`src/rtl/core/assert_macros.svh`:
```
// ----------------------------------------------------------------------------
// Assertion macros
// Shared concurrent assertion forms used by the RTL of this project.
// ----------------------------------------------------------------------------
`ifndef ASSERT_MACROS_SVH
`define ASSERT_MACROS_SVH

// Property must hold at every rising clock edge outside reset.
`define ASSERT_CLK(label, clk, rst_n, prop, msg) \
  label: assert property (@(posedge clk) disable iff (!rst_n) prop) else $error(msg);

// Condition must never be true at a rising clock edge outside reset.
`define ASSERT_NEVER(label, clk, rst_n, cond, msg) \
  label: assert property (@(posedge clk) disable iff (!rst_n) !(cond)) else $error(msg);

`endif

```
`src/rtl/core/mrbm_pkg.sv`:
```
// ----------------------------------------------------------------------------
// mrbm_pkg
// Fixed widths and constants of the maximal rectangle core.
// ----------------------------------------------------------------------------
package mrbm_pkg;

  // Width of the row width configuration register.
  localparam int unsigned ROW_WIDTH_W   = 7;
  localparam logic [ROW_WIDTH_W-1:0] ROW_WIDTH_RST = 7'd64;

  // Width of the reported area and its saturation value.
  localparam int unsigned AREA_W   = 17;
  localparam logic [AREA_W-1:0] AREA_MAX = 17'h1FFFF;

endpackage

```
`src/rtl/core/mrbm_ram.sv`:
```
// ----------------------------------------------------------------------------
// mrbm_ram
// Generic single-write, single-read RAM with a registered read port.
// ----------------------------------------------------------------------------
module mrbm_ram #(
  parameter int unsigned WIDTH = 8,
  parameter int unsigned DEPTH = 64
) (
  input  logic                                         clk,
  input  logic                                         wr_en,
  input  logic [((DEPTH > 1) ? $clog2(DEPTH) : 1)-1:0] wr_addr,
  input  logic [WIDTH-1:0]                             wr_data,
  input  logic [((DEPTH > 1) ? $clog2(DEPTH) : 1)-1:0] rd_addr,
  output logic [WIDTH-1:0]                             rd_data
);

  logic [WIDTH-1:0] mem [DEPTH];

  always_ff @(posedge clk) begin
    if (wr_en) begin
      mem[wr_addr] <= wr_data;
    end
    rd_data <= mem[rd_addr];
  end

endmodule

```
`src/rtl/core/maximal_rectangle_binary_matrix_core.sv`:
```
// Flow: a cell's column word is read as the cell is accepted and updated in the
//   forward state. A row-ending cell then runs a read/update pair per column from
//   right to left and an accumulate state; the last cell also passes a done state
//   before its result transaction is offered on the output.
// Input: a new cell waits until the block is idle; both passes share one column RAM.
// Reset: rst_n (synchronous, active low) clears the matrix and sets row width 64.
// ----------------------------------------------------------------------------
// maximal_rectangle_binary_matrix_core
// Streams a binary matrix one cell per transaction and reports the area of
// the largest rectangle made only of ones once the last cell is processed.
// ----------------------------------------------------------------------------
`include "assert_macros.svh"

module maximal_rectangle_binary_matrix_core #(
  parameter int unsigned MAX_COLS = 64,
  parameter int unsigned MAX_ROWS = 1024
) (
  input  logic                              clk,
  input  logic                              rst_n,
  // Configuration port: row width, written whenever cfg_wr_en is high.
  input  logic                              cfg_wr_en,
  input  logic [mrbm_pkg::ROW_WIDTH_W-1:0]  cfg_row_width,
  // Input channel: one matrix cell per transaction.
  input  logic                              in_valid,
  output logic                              in_ready,
  input  logic                              in_cell_req,
  input  logic                              in_last_cell,
  // Output channel: one area per matrix.
  output logic                              out_valid,
  input  logic                              out_ready,
  output logic [mrbm_pkg::AREA_W-1:0]       out_max_area
);

  import mrbm_pkg::*;

  // Column index width, column count width (holds MAX_COLS itself) and height width.
  localparam int unsigned AW = (MAX_COLS > 1) ? $clog2(MAX_COLS) : 1;
  localparam int unsigned CW = $clog2(MAX_COLS + 1);
  localparam int unsigned HW = $clog2(MAX_ROWS + 1);
  localparam int unsigned PW = HW + CW;
  localparam int unsigned XW = (PW > AREA_W) ? PW : AREA_W;
  localparam int unsigned MW = (CW > ROW_WIDTH_W) ? CW : ROW_WIDTH_W;
  // Column word: {cell, height, left wall + 1, right wall}.
  localparam int unsigned WORD_W = 1 + HW + 2 * CW;

  // The sequencer walks each cell through a read and an update cycle, and at a
  // row end runs the same read/update pair from right to left over the row.
  typedef enum logic [5:0] {
    S_IDLE   = 6'b000001,
    S_FWD    = 6'b000010,
    S_CL_RD  = 6'b000100,
    S_CL_UPD = 6'b001000,
    S_CL_ACC = 6'b010000,
    S_DONE   = 6'b100000
  } state_t;

  state_t                   state_r, state_nxt;
  logic [ROW_WIDTH_W-1:0]   row_width_r, row_width_nxt;
  logic [CW-1:0]            col_idx_r, col_idx_nxt;
  logic [AW-1:0]            col_j_r, col_j_nxt;
  logic                     cell_r, cell_nxt;
  logic                     last_r, last_nxt;
  logic [CW-1:0]            nl1_r, nl1_nxt;     // nearest left zero of the row, plus one
  logic [CW-1:0]            nr_r, nr_nxt;       // nearest right zero of the row
  logic [AW-1:0]            cl_idx_r, cl_idx_nxt;
  logic [AREA_W-1:0]        best_r, best_nxt;
  logic [PW-1:0]            prod_r, prod_nxt;
  logic                     prod_vld_r, prod_vld_nxt;
  logic [MAX_COLS-1:0]      col_vld_r, col_vld_nxt;
  logic                     out_valid_r, out_valid_nxt;
  logic [AREA_W-1:0]        out_area_r, out_area_nxt;

  logic [CW-1:0]            eff_w;
  logic [MW-1:0]            rw_x;
  logic [CW-1:0]            j_full;
  logic [AW-1:0]            j_cur;
  logic                     in_fire;

  logic                     ram_wr_en;
  logic [AW-1:0]            ram_wr_addr;
  logic [WORD_W-1:0]        ram_wr_data;
  logic [AW-1:0]            ram_rd_addr;
  logic [WORD_W-1:0]        ram_rd_data;

  logic [AW-1:0]            rd_idx;
  logic                     rd_vld;
  logic                     rd_cell;
  logic [HW-1:0]            rd_h;
  logic [CW-1:0]            rd_lp1;
  logic [CW-1:0]            rd_r;

  logic [HW-1:0]            fw_h;
  logic [CW-1:0]            fw_lp1;
  logic [CW-1:0]            cl_r;
  logic [CW-1:0]            cl_span;
  logic [XW-1:0]            prod_x;
  logic [AREA_W-1:0]        area_sat;
  logic                     out_free;

  // Effective row width: zero acts as one, anything above MAX_COLS is clamped.
  always_comb begin
    rw_x = MW'(row_width_r);
    if (row_width_r == '0) begin
      eff_w = CW'(1);
    end else if (rw_x > MW'(MAX_COLS)) begin
      eff_w = CW'(MAX_COLS);
    end else begin
      eff_w = rw_x[CW-1:0];
    end
  end

  assign j_full  = (col_idx_r >= eff_w) ? (eff_w - CW'(1)) : col_idx_r;
  assign j_cur   = j_full[AW-1:0];

  assign in_ready = (state_r == S_IDLE);
  assign in_fire  = in_valid && in_ready;
  assign out_free = !out_valid_r || out_ready;

  // One RAM holds every column word. The read address is the incoming column
  // while idle and the backward pass counter otherwise.
  assign ram_rd_addr = (state_r == S_IDLE) ? j_cur : cl_idx_r;

  mrbm_ram #(
    .WIDTH (WORD_W),
    .DEPTH (MAX_COLS)
  ) u_col_ram (
    .clk     (clk),
    .wr_en   (ram_wr_en),
    .wr_addr (ram_wr_addr),
    .wr_data (ram_wr_data),
    .rd_addr (ram_rd_addr),
    .rd_data (ram_rd_data)
  );

  // A column not written since the last clear reads as its reset contents:
  // zero height, left wall at minus one and right wall at the row width.
  assign rd_idx = (state_r == S_FWD) ? col_j_r : cl_idx_r;
  assign rd_vld = col_vld_r[rd_idx];

  always_comb begin
    if (rd_vld) begin
      {rd_cell, rd_h, rd_lp1, rd_r} = ram_rd_data;
    end else begin
      rd_cell = 1'b0;
      rd_h    = '0;
      rd_lp1  = '0;
      rd_r    = eff_w;
    end
  end

  // Forward update: pull the left wall in to the nearest zero on the left,
  // then grow or reset the column height.
  always_comb begin
    fw_lp1 = (rd_lp1 > nl1_r) ? rd_lp1 : nl1_r;
    fw_h   = rd_h;
    if (cell_r) begin
      if (rd_h < HW'(MAX_ROWS)) begin
        fw_h = rd_h + HW'(1);
      end
    end else begin
      fw_h   = '0;
      fw_lp1 = '0;
    end
  end

  // Backward update: pull the right wall in to the nearest zero on the right;
  // a zero cell resets its own right wall to the row width.
  always_comb begin
    cl_r = (nr_r < rd_r) ? nr_r : rd_r;
    if (!rd_cell) begin
      cl_r = eff_w;
    end
    cl_span = (cl_r >= rd_lp1) ? (cl_r - rd_lp1) : '0;
  end

  // Area of the previous column, registered after the multiplier.
  assign prod_x   = XW'(prod_r);
  assign area_sat = (prod_x > XW'(AREA_MAX)) ? AREA_MAX : prod_x[AREA_W-1:0];

  always_comb begin
    state_nxt     = state_r;
    row_width_nxt = row_width_r;
    col_idx_nxt   = col_idx_r;
    col_j_nxt     = col_j_r;
    cell_nxt      = cell_r;
    last_nxt      = last_r;
    nl1_nxt       = nl1_r;
    nr_nxt        = nr_r;
    cl_idx_nxt    = cl_idx_r;
    best_nxt      = best_r;
    prod_nxt      = prod_r;
    prod_vld_nxt  = 1'b0;
    col_vld_nxt   = col_vld_r;
    out_valid_nxt = out_valid_r;
    out_area_nxt  = out_area_r;
    ram_wr_en     = 1'b0;
    ram_wr_addr   = cl_idx_r;
    ram_wr_data   = {rd_cell, rd_h, rd_lp1, cl_r};

    if (out_valid_r && out_ready) begin
      out_valid_nxt = 1'b0;
    end

    // The product of the previous update cycle is folded into the best area.
    if (prod_vld_r && (area_sat > best_r)) begin
      best_nxt = area_sat;
    end

    case (state_r)
      S_IDLE: begin
        if (in_fire) begin
          col_j_nxt = j_cur;
          cell_nxt  = in_cell_req;
          last_nxt  = in_last_cell;
          state_nxt = S_FWD;
        end
      end
      S_FWD: begin
        ram_wr_en            = 1'b1;
        ram_wr_addr          = col_j_r;
        ram_wr_data          = {cell_r, fw_h, fw_lp1, rd_r};
        col_vld_nxt[col_j_r] = 1'b1;
        if (!cell_r) begin
          nl1_nxt = CW'(col_j_r) + CW'(1);
        end
        col_idx_nxt = CW'(col_j_r) + CW'(1);
        if ((col_idx_nxt >= eff_w) || last_r) begin
          cl_idx_nxt = col_j_r;
          nr_nxt     = eff_w;
          state_nxt  = S_CL_RD;
        end else begin
          state_nxt = S_IDLE;
        end
      end
      S_CL_RD: begin
        state_nxt = S_CL_UPD;
      end
      S_CL_UPD: begin
        ram_wr_en    = 1'b1;
        prod_nxt     = PW'(rd_h) * PW'(cl_span);
        prod_vld_nxt = 1'b1;
        if (!rd_cell) begin
          nr_nxt = CW'(cl_idx_r);
        end
        if (cl_idx_r == '0) begin
          state_nxt = S_CL_ACC;
        end else begin
          cl_idx_nxt = cl_idx_r - AW'(1);
          state_nxt  = S_CL_RD;
        end
      end
      S_CL_ACC: begin
        col_idx_nxt = '0;
        nl1_nxt     = '0;
        state_nxt   = last_r ? S_DONE : S_IDLE;
      end
      S_DONE: begin
        // Hand the area over and clear the matrix once the output is free.
        if (out_free) begin
          out_valid_nxt = 1'b1;
          out_area_nxt  = best_r;
          best_nxt      = '0;
          col_vld_nxt   = '0;
          col_idx_nxt   = '0;
          nl1_nxt       = '0;
          state_nxt     = S_IDLE;
        end
      end
      default: begin
        state_nxt = S_IDLE;
      end
    endcase

    // A row width write starts a new matrix.
    if (cfg_wr_en) begin
      row_width_nxt = cfg_row_width;
      best_nxt      = '0;
      col_vld_nxt   = '0;
      col_idx_nxt   = '0;
      nl1_nxt       = '0;
    end
  end

  always_ff @(posedge clk) begin
    if (!rst_n) begin
      state_r     <= S_IDLE;
      row_width_r <= ROW_WIDTH_RST;
      col_idx_r   <= '0;
      nl1_r       <= '0;
      nr_r        <= '0;
      best_r      <= '0;
      prod_vld_r  <= 1'b0;
      col_vld_r   <= '0;
      out_valid_r <= 1'b0;
    end else begin
      state_r     <= state_nxt;
      row_width_r <= row_width_nxt;
      col_idx_r   <= col_idx_nxt;
      nl1_r       <= nl1_nxt;
      nr_r        <= nr_nxt;
      best_r      <= best_nxt;
      prod_vld_r  <= prod_vld_nxt;
      col_vld_r   <= col_vld_nxt;
      out_valid_r <= out_valid_nxt;
    end
  end

  always_ff @(posedge clk) begin
    col_j_r    <= col_j_nxt;
    cell_r     <= cell_nxt;
    last_r     <= last_nxt;
    cl_idx_r   <= cl_idx_nxt;
    prod_r     <= prod_nxt;
    out_area_r <= out_area_nxt;
  end

  assign out_valid    = out_valid_r;
  assign out_max_area = out_area_r;

  `ASSERT_NEVER(a_col_idx_range, clk, rst_n, col_idx_r > eff_w, "column index beyond row width")
  `ASSERT_CLK(a_close_valid, clk, rst_n, (state_r == S_CL_UPD) |-> col_vld_r[cl_idx_r], "backward pass reached a column not written in this row")
  `ASSERT_CLK(a_fwd_next, clk, rst_n, (state_r == S_FWD) |=> ((state_r == S_IDLE) || (state_r == S_CL_RD)), "forward update left to an unexpected state")
  `ASSERT_CLK(a_clear_on_result, clk, rst_n, ($rose(out_valid_r) && !$past(cfg_wr_en)) |-> ((best_r == '0) && (col_idx_r == '0) && (col_vld_r == '0)), "matrix state not cleared with the result")

endmodule

```
`config.mk`:
```
export PLATFORM = sky130hd
export DESIGN_NAME = maximal_rectangle_binary_matrix_core
export DESIGN_NICKNAME = d
export VERILOG_FILES = /design/src/rtl/core/mrbm_pkg.sv /design/src/rtl/core/mrbm_ram.sv /design/src/rtl/core/maximal_rectangle_binary_matrix_core.sv
export VERILOG_INCLUDE_DIRS = /design/src /design/src/rtl/core
export SDC_FILE = /design/constraint.sdc
export NUM_CORES = 2
export LEC_CHECK = 0
export ABC_AREA = 1
export BUFFER_PORTS_ARGS = -buffer_cell sky130_fd_sc_hd__buf_2
export CELL_PAD_IN_SITES_DETAIL_PLACEMENT = 0
export CELL_PAD_IN_SITES_GLOBAL_PLACEMENT = 1
export CORE_MARGIN = 3
export CORE_UTILIZATION = 40
export DETAILED_ROUTE_END_ITERATION = 7
export PLACE_DENSITY = 0.61
export RECOVER_POWER = 50
export SLEW_MARGIN = 0
export SYNTH_ARGS = -nofsm -noshare
export SYNTH_HDL_FRONTEND = slang
export SYNTH_HIERARCHICAL = 1
export SYNTH_SLANG_ARGS = --single-unit
```
`constraint.sdc`:
```
create_clock -name clk -period 22.9 [get_ports clk]
set_clock_uncertainty 0.05 [all_clocks]
set_input_delay 4.58 -clock clk [delete_from_list [all_inputs] [get_ports clk]]
set_output_delay 4.58 -clock clk [all_outputs]
set_load 0.005 [all_outputs]
```
== Yosys cells after proc, flatten, opt, wreduce, memory -nomap -nowiden ==
Memory sizes are Yosys's and may differ from the RTL's. A register that Yosys moved wholly into a read port is not among the register bits.
Index checks and enable logic that the tools add are counted.
W data, S select, Z words.

* Register bits: 166
* Bits in writable memories: 1664
* Input port bits: 14
* Logic and storage cells: 120
* Memories: 1

* $add $sub $neg: 5
* Multiply operators: 1
* $lt $le $gt $ge: 12
* Equality and inequality tests: 12
* Muxes and demuxes: 50
* Bitwise gates (word level): 2
* Reductions and logical operators: 22

{| class="wikitable"
|+ Memories
! memory !! depth !! bits a word !! read ports !! clocked after memory_dff !! write ports !! line !! RTL
|-
| u_col_ram.mem || 64 || 26 || 1 || 1 || 1 || mrbm_ram.sv:17 || <nowiki>logic [WIDTH-1:0] mem [DEPTH];</nowiki>
|}

{| class="wikitable"
|+ Operators by type and width
! cell !! number
|-
| $pmux W64 S2 || 1
|-
| $mux W7 || 13
|-
| $mux W17 || 4
|-
| $mux W64 || 1
|-
| $or A64 B64 Y64 || 1
|-
| $mux W6 || 8
|-
| $pmux W7 S3 || 2
|-
| $pmux W6 S6 || 1
|-
| $mux W11 || 3
|-
| $mux W26 || 1
|-
| $ge A7 B7 Y1 || 3
|-
| $gt A18 B17 Y1 const B || 1
|-
| $mul A11 B7 Y18 || 1
|-
| $gt A17 B17 Y1 || 1
|-
| $lt A6 B7 Y1 const B || 2
|-
| $pmux W7 S2 || 1
|-
| $pmux W6 S2 || 1
|-
| $sub A6 B1 Y6 const B || 2
|-
| $add A11 B1 Y11 const B || 1
|-
| $lt A11 B11 Y1 const B || 1
|-
| $mux W1 || 10
|-
| $reduce_and A2 Y1 || 5
|-
| $reduce_and A3 Y1 || 3
|-
| $ne A2 B2 Y1 const B || 4
|-
| 26 further kinds || 33
|}

== Logic depth before layout (Yosys ltp) ==
* Depth in word-level cells: 11
* Mapped depth: 65
* Depth with buffers taken out: 60

== Modules after synthesis ==
Netlist, hierarchy kept.

{| class="wikitable"
|+ By module, submodules not included
! module !! times used !! cells an instance !! area an instance (µm²) !! sequential area each (µm²)
|-
| mrbm_ram || 1 || 5657 || 67963.9 || 50488.4
|-
| maximal_rectangle_binary_matrix_core || 1 || 1581 || 11713.7 || 3813.7
|}

== Worst setup path after synthesis ==
Ideal clock, no wire load.

* Path type: reg-to-reg
* From: register col_j_r[0]
* To: register prod_r[17] (data pin)
* Setup time: 0.261 ns
* Arrival time: 8.325 ns
* Required time: 22.589 ns
* Setup slack: 14.264 ns
* Stages on the path, launching flop included: 56
* Buffers on the path: 4
* Clock period less this slack: 8.636 ns
* Cell sequence: edfxtp_1 > inv_1 > nand4_1 > nand2_1 > buf_2 > nand2_1 > nand3_1 > nand3_1 > nand2_1 > nand2_1 > nand3_1 > nand3_2 > nand2_1 > buf_6 > clkbuf_1 > nand2_1 > o21ai_0 > ha_1 > [... 20 more ...] > ha_1 > inv_1 > o21bai_1 > a21oi_1 > o21bai_1 > a21oi_1 > inv_1 > a21oi_1 > o21bai_1 > a21o_1 > nand2_1 > inv_1 > nand2_1 > nand2_1 > a21oi_1 > nor2_1 > nor2_1 > xor2_1

* Word-level cells in the longest chain between the ends: 10

{| class="wikitable"
|+ Ends and longest elaborated chain
! what !! line !! RTL
|-
| start: declaration || maximal_rectangle_binary_matrix_core.sv:60 || <nowiki>logic [AW-1:0] col_j_r, col_j_nxt;</nowiki>
|-
| start signal: assignment || maximal_rectangle_binary_matrix_core.sv:309 || <nowiki>col_j_r <= col_j_nxt;</nowiki>
|-
| $mux W6 * || maximal_rectangle_binary_matrix_core.sv:137 || <nowiki>assign rd_idx = (state_r == S_FWD) ? col_j_r : cl_idx_r;</nowiki>
|-
| $bmux W1 S6 * || maximal_rectangle_binary_matrix_core.sv:138 || <nowiki>assign rd_vld = col_vld_r[rd_idx];</nowiki>
|-
| $mux W1 (implied by the code) * || maximal_rectangle_binary_matrix_core.sv:138 ||
|-
| $mux W7 || maximal_rectangle_binary_matrix_core.sv:141 || <nowiki>if (rd_vld) begin</nowiki>
|-
| $lt A7 B7 Y1 || maximal_rectangle_binary_matrix_core.sv:169 || <nowiki>cl_r = (nr_r < rd_r) ? nr_r : rd_r;</nowiki>
|-
| $mux W7 || maximal_rectangle_binary_matrix_core.sv:169 ||
|-
| $mux W7 || maximal_rectangle_binary_matrix_core.sv:170 || <nowiki>if (!rd_cell) begin</nowiki>
|-
| $sub A7 B7 Y7 or $ge A7 B7 Y1 (tied branches) || maximal_rectangle_binary_matrix_core.sv:173 || <nowiki>cl_span = (cl_r >= rd_lp1) ? (cl_r - rd_lp1) : '0;</nowiki>
|-
| $mux W7 || maximal_rectangle_binary_matrix_core.sv:173 ||
|-
| $mul A11 B7 Y18 * || maximal_rectangle_binary_matrix_core.sv:240 || <nowiki>prod_nxt = PW'(rd_h) * PW'(cl_span);</nowiki>
|-
| end signal: assignment || maximal_rectangle_binary_matrix_core.sv:313 || <nowiki>prod_r <= prod_nxt;</nowiki>
|-
| end: declaration || maximal_rectangle_binary_matrix_core.sv:67 || <nowiki>logic [PW-1:0] prod_r, prod_nxt;</nowiki>
|}

Every way passes the cells marked *; elsewhere a longest branch is shown, timed or not. The select of a mux whose other input is x is not followed.
A chain may end at the register's enable or synchronous reset.

== Final worst setup path ==
* From: register state_r[5]
* To: register prod_r[17] (data pin)

* Word-level cells in the longest chain between the ends: 11

{| class="wikitable"
|+ Ends and longest elaborated chain
! what !! line !! RTL
|-
| start: declaration || maximal_rectangle_binary_matrix_core.sv:57 || <nowiki>state_t state_r, state_nxt;</nowiki>
|-
| start signal: assignment || maximal_rectangle_binary_matrix_core.sv:296 || <nowiki>state_r <= state_nxt;</nowiki>
|-
| $eq A6 B2 Y1 * || n/a ||
|-
| $mux W6 * || n/a ||
|-
| net ram_wr_addr[2] || maximal_rectangle_binary_matrix_core.sv:80 || <nowiki>logic [AW-1:0] ram_wr_addr;</nowiki>
|-
| $bmux W1 S6 * || maximal_rectangle_binary_matrix_core.sv:138 ||
|-
| $mux W1 (implied by the code) * || maximal_rectangle_binary_matrix_core.sv:138 ||
|-
| $mux W7 || maximal_rectangle_binary_matrix_core.sv:141 ||
|-
| $lt A7 B7 Y1 || maximal_rectangle_binary_matrix_core.sv:169 ||
|-
| $mux W7 || maximal_rectangle_binary_matrix_core.sv:169 ||
|-
| $mux W7 || maximal_rectangle_binary_matrix_core.sv:170 ||
|-
| $sub A7 B7 Y7 or $ge A7 B7 Y1 (tied branches) || maximal_rectangle_binary_matrix_core.sv:173 ||
|-
| $mux W7 || maximal_rectangle_binary_matrix_core.sv:173 ||
|-
| $mul A11 B7 Y18 * || maximal_rectangle_binary_matrix_core.sv:240 ||
|}

Mark *: on every way through the listed nets, which the timed path passes. The rest lies on a longest branch. The select of a mux whose other input is x is not followed.

==> results.py <==
metrics = {
    "status": {
        "status": "finished, violations left",
        "violations": "capacitance limit, slew limit",
    },
    "detailed_routing": {
        "vias_per_cell": 5.34,
        "via_count": 53300,
        "wl_per_cell_um": 24.3,
        "wl_um": 243000,
        "ant_nets": 0,
        "first_pass_iters": 5,
        "drcViolationCount": 0,
        "drt_iter0_drc": 5241,
    },
    "logic_synthesis": {
        "syn_inst": 7238,
        "synth_xor_area_share_pct": 0.242,
        "ys_seq_area_share_pct": 68.2,
        "synth_adder_area_share_pct": 2.50,
        "synth-edff-count": 1713,
        "synth_area_um2": 79700,
        "muxShareOfSynthArea_pct": 0,
        "synth_seq_cells": 1856,
        "synth_compound_area_share_pct": 1.95,
        "synth_cell_types": 48,
        "synth-main-ff-cell": "edfxtp_1",
        "ys_warn_count": 6,
        "synthSimpleGateAreaFrac_pct": 22.9,
        "postSynthNetCount": 7384,
        "avgSynthCellArea_um2": 11.0,
        "synth_top_family_by_area": "simple AND/OR/NAND/NOR gates",
        "synthArstFlopShare_pct": 0,
    },
    "global_route": {
        "busiest_layer": "met2",
        "grt_pass1_vias": 51000,
        "grt_antenna_before_repair": 10,
        "met2_usage_pct": 37.8,
        "grt_start_max_net_pins": 182,
        "use_met3_pct": 3.17,
        "grtUsageTotal_pct": 23.4,
        "grt_pass1_wl_um": 354000,
        "grt.overflow.total": 0,
        "grt_use_met1_pct": 32.9,
    },
    "power_and_ir_drop": {
        "total_power_uw": 9080,
        "p_leak_uw": 0.0323,
        "peakVddDrop_mv": 0.0797,
        "powerDensity_nw_per_um2": 103,
    },
    "timing": {
        "setup_viol": 0,
        "setup_tns_ns": 0,
        "hold_violations": 0,
        "post-route-min-period_ns": 14.78,
        "fin_crit_sh_pct": 64.5,
        "fmax_ghz": 0.0677,
        "max-slew-margin-rel_pct": -130,
        "worst_pin_slew_ns": 3.44,
        "drv_slew": 1809,
        "rsz0062_at_grt": "false",
    },
    "hold_path": {
        "hold_path.class": "register to register",
        "worstHoldEndpoint": "out_max_area[3]",
        "worstHoldPathCells": 0,
        "holdCritStartpoint": "best_r[3]",
    },
    "layout": {
        "drive_gt1_share_pct": 6.25,
        "fin_area_um2": 88400,
        "fin_nets": 7319,
        "fin_cells": 9989,
        "syn_to_final_growth_pct": 10.9,
        "fillCellCount": 18400,
    },
    "worst_setup_path": {
        "reg2reg_slack_ns": 8.12,
        "cp-end-kind": "register",
        "regToRegEndpoint": "prod_r[17]",
        "reg2reg_depth": 49,
        "critPathMostFrequentCell": "nand2_1",
        "path_class": "register to register",
        "reg2reg_from": "state_r[5]",
        "crit_required_ns": 23.38,
        "cpPeakStageDelay_ns": 2.46,
        "start_kind": "register",
        "critPathArrivalTime_ns": 15.26,
        "crit_path_top_delay_cell": "o21ai_0",
        "cp_max_fo": 31,
    },
    "clock_network": {
        "clock_latency_ns": 0.83,
        "path_clk_slew_ns": 0.06,
        "cts_hold_buf": 0,
        "h-tree-depth": 4,
        "clockBufferDepth": 3,
        "cts.sinks": 1856,
        "tritoncts": "built",
        "cts-root-buf": "clkbuf_16",
        "cts_setup_buffers": 0,
        "cts-resized-gates": 0,
        "numCtsBuffers": 203,
    },
    "die": {
        "die_h_um": 452,
        "dieArea_um2": 205000,
        "initial_core_util_pct": 40.3,
        "rows": 163,
        "design.core.area_um2": 198000,
        "ioPinCount": 33,
        "die_w_um": 452,
    },
    "run": {
        "maxCapViolations": 67,
    },
    "place": {
        "dpl.cell_count": 9607,
        "hpwl_um": 127000,
        "place_area_um2": 82600,
        "place.gp.congestion": 0.841,
        "port_buffers": 32,
    },
}
## worst max path at each step
| stage | startpoint | to |
|---|---|---|
| floorplan | col_j_r[0] | prod_r[17] |
| global placement | state_r[5] | prod_r[17] |
| detailed placement | state_r[5] | prod_r[17] |
| CTS | state_r[2] | prod_r[17] |
| global route | state_r[5] | prod_r[17] |
| finish | state_r[5] | prod_r[17] |
## power breakdown
group	internal, µW	switching (µW)
sequential	3950	19.1
combinational	467	1510
clock	1790	1340
total	6210	2870
## routing by layer
metal  share of wire (%)  wire length (µm)
met4                 3.0              7220
met1                  45            108000
met3                 5.6             13500
met5              0.0054                13
met2                  47            114000
## placed cells by master, fill, tap and decap left out, types with 65 or more instances in the layout
cell type / count
clkbuf_16: 210
clkbuf_1: 108
nand3_1: 1589
dfxtp_1: 143
nand2_1: 2386
buf_4: 65
o21ai_0: 70
a21oi_1: 143
ha_1: 87
edfxtp_1: 1713
nor2_1: 181
inv_1: 271
## registers in the layout (all words and copies together), names as in the netlist
register,flops
cell_r,1
prod_vld_r,1
u_col_ram/mem,1664
col_j_r,6
cl_idx_r,6
nr_r,7
best_r,17
nl1_r,7
col_idx_r,7
out_valid,1
row_width_r,7
last_r,1
out_max_area,17
prod_r,18
u_col_ram/rd_data,26
state_r,6
col_vld_r,64
## per-stage QoR
stage	hold WS [ns]	util, %	worst slack (ns)
floorplan	0.358	-	14.26
global placement	0.364	41.8	11.54
detailed placement	0.365	41.8	11.49
CTS	0.381	45.0	11.39
global route	0.385	44.7	6.62
finish	0.378	44.7	8.12
## critical path, delay by kind of cell, from the launching register on
family / cells / cell delay, ns
AO/OA/AOI/OAI: 14 / 4.99
buffers and inverters: 7 / 1.14
adder cells (fa/ha/maj): 7 / 3.04
XOR/XNOR: 1 / 0.09
flip-flops: 1 / 0.31
AND/OR/NAND/NOR: 20 / 4.82
## layout make-up
type | instances | area [µm²] | share of cell area [%]
clock buffers | 300 | 5740 | 6.50
diodes | 4 | 10.0 | 0.0113
multi-input cells | 4689 | 22300 | 25.3
flip-flops and latches | 1856 | 54300 | 61.5
inverters | 285 | 1100 | 1.25
well taps | 2640 | 3300 | 3.74
repair buffers | 138 | 946 | 1.07
clock inverters | 77 | 609 | 0.690
## kinds of logic after synthesis
| family | Yosys count |
|---|---|
| buffers and inverters | 693 |
| DFF | 1856 |
| xor gates and xnor gates | 22 |
| and+or+nand+nor | 4252 |
| adders and majority gates | 132 |
| AOI/OAI and AO/OA | 283 |
## synth_stat cells (11+ instances only)
library cell | n | area (µm²)
a21oi_1 | 147 | 736
buf_1 | 52 | 195
buf_2 | 173 | 866
buf_4 | 41 | 308
buf_6 | 52 | 586
clkbuf_1 | 86 | 323
dfxtp_1 | 143 | 2860
edfxtp_1 | 1713 | 51400
fa_1 | 45 | 901
ha_1 | 87 | 1090
inv_1 | 271 | 1020
nand2_1 | 2386 | 8960
nand3_1 | 1587 | 7940
nand4_1 | 23 | 144
nor2_1 | 193 | 724
nor3_1 | 19 | 95.1
nor4_1 | 11 | 68.8
o21ai_0 | 87 | 435
or2_2 | 17 | 106
xor2_1 | 20 | 175
Power figures use the tool's default switching activity.
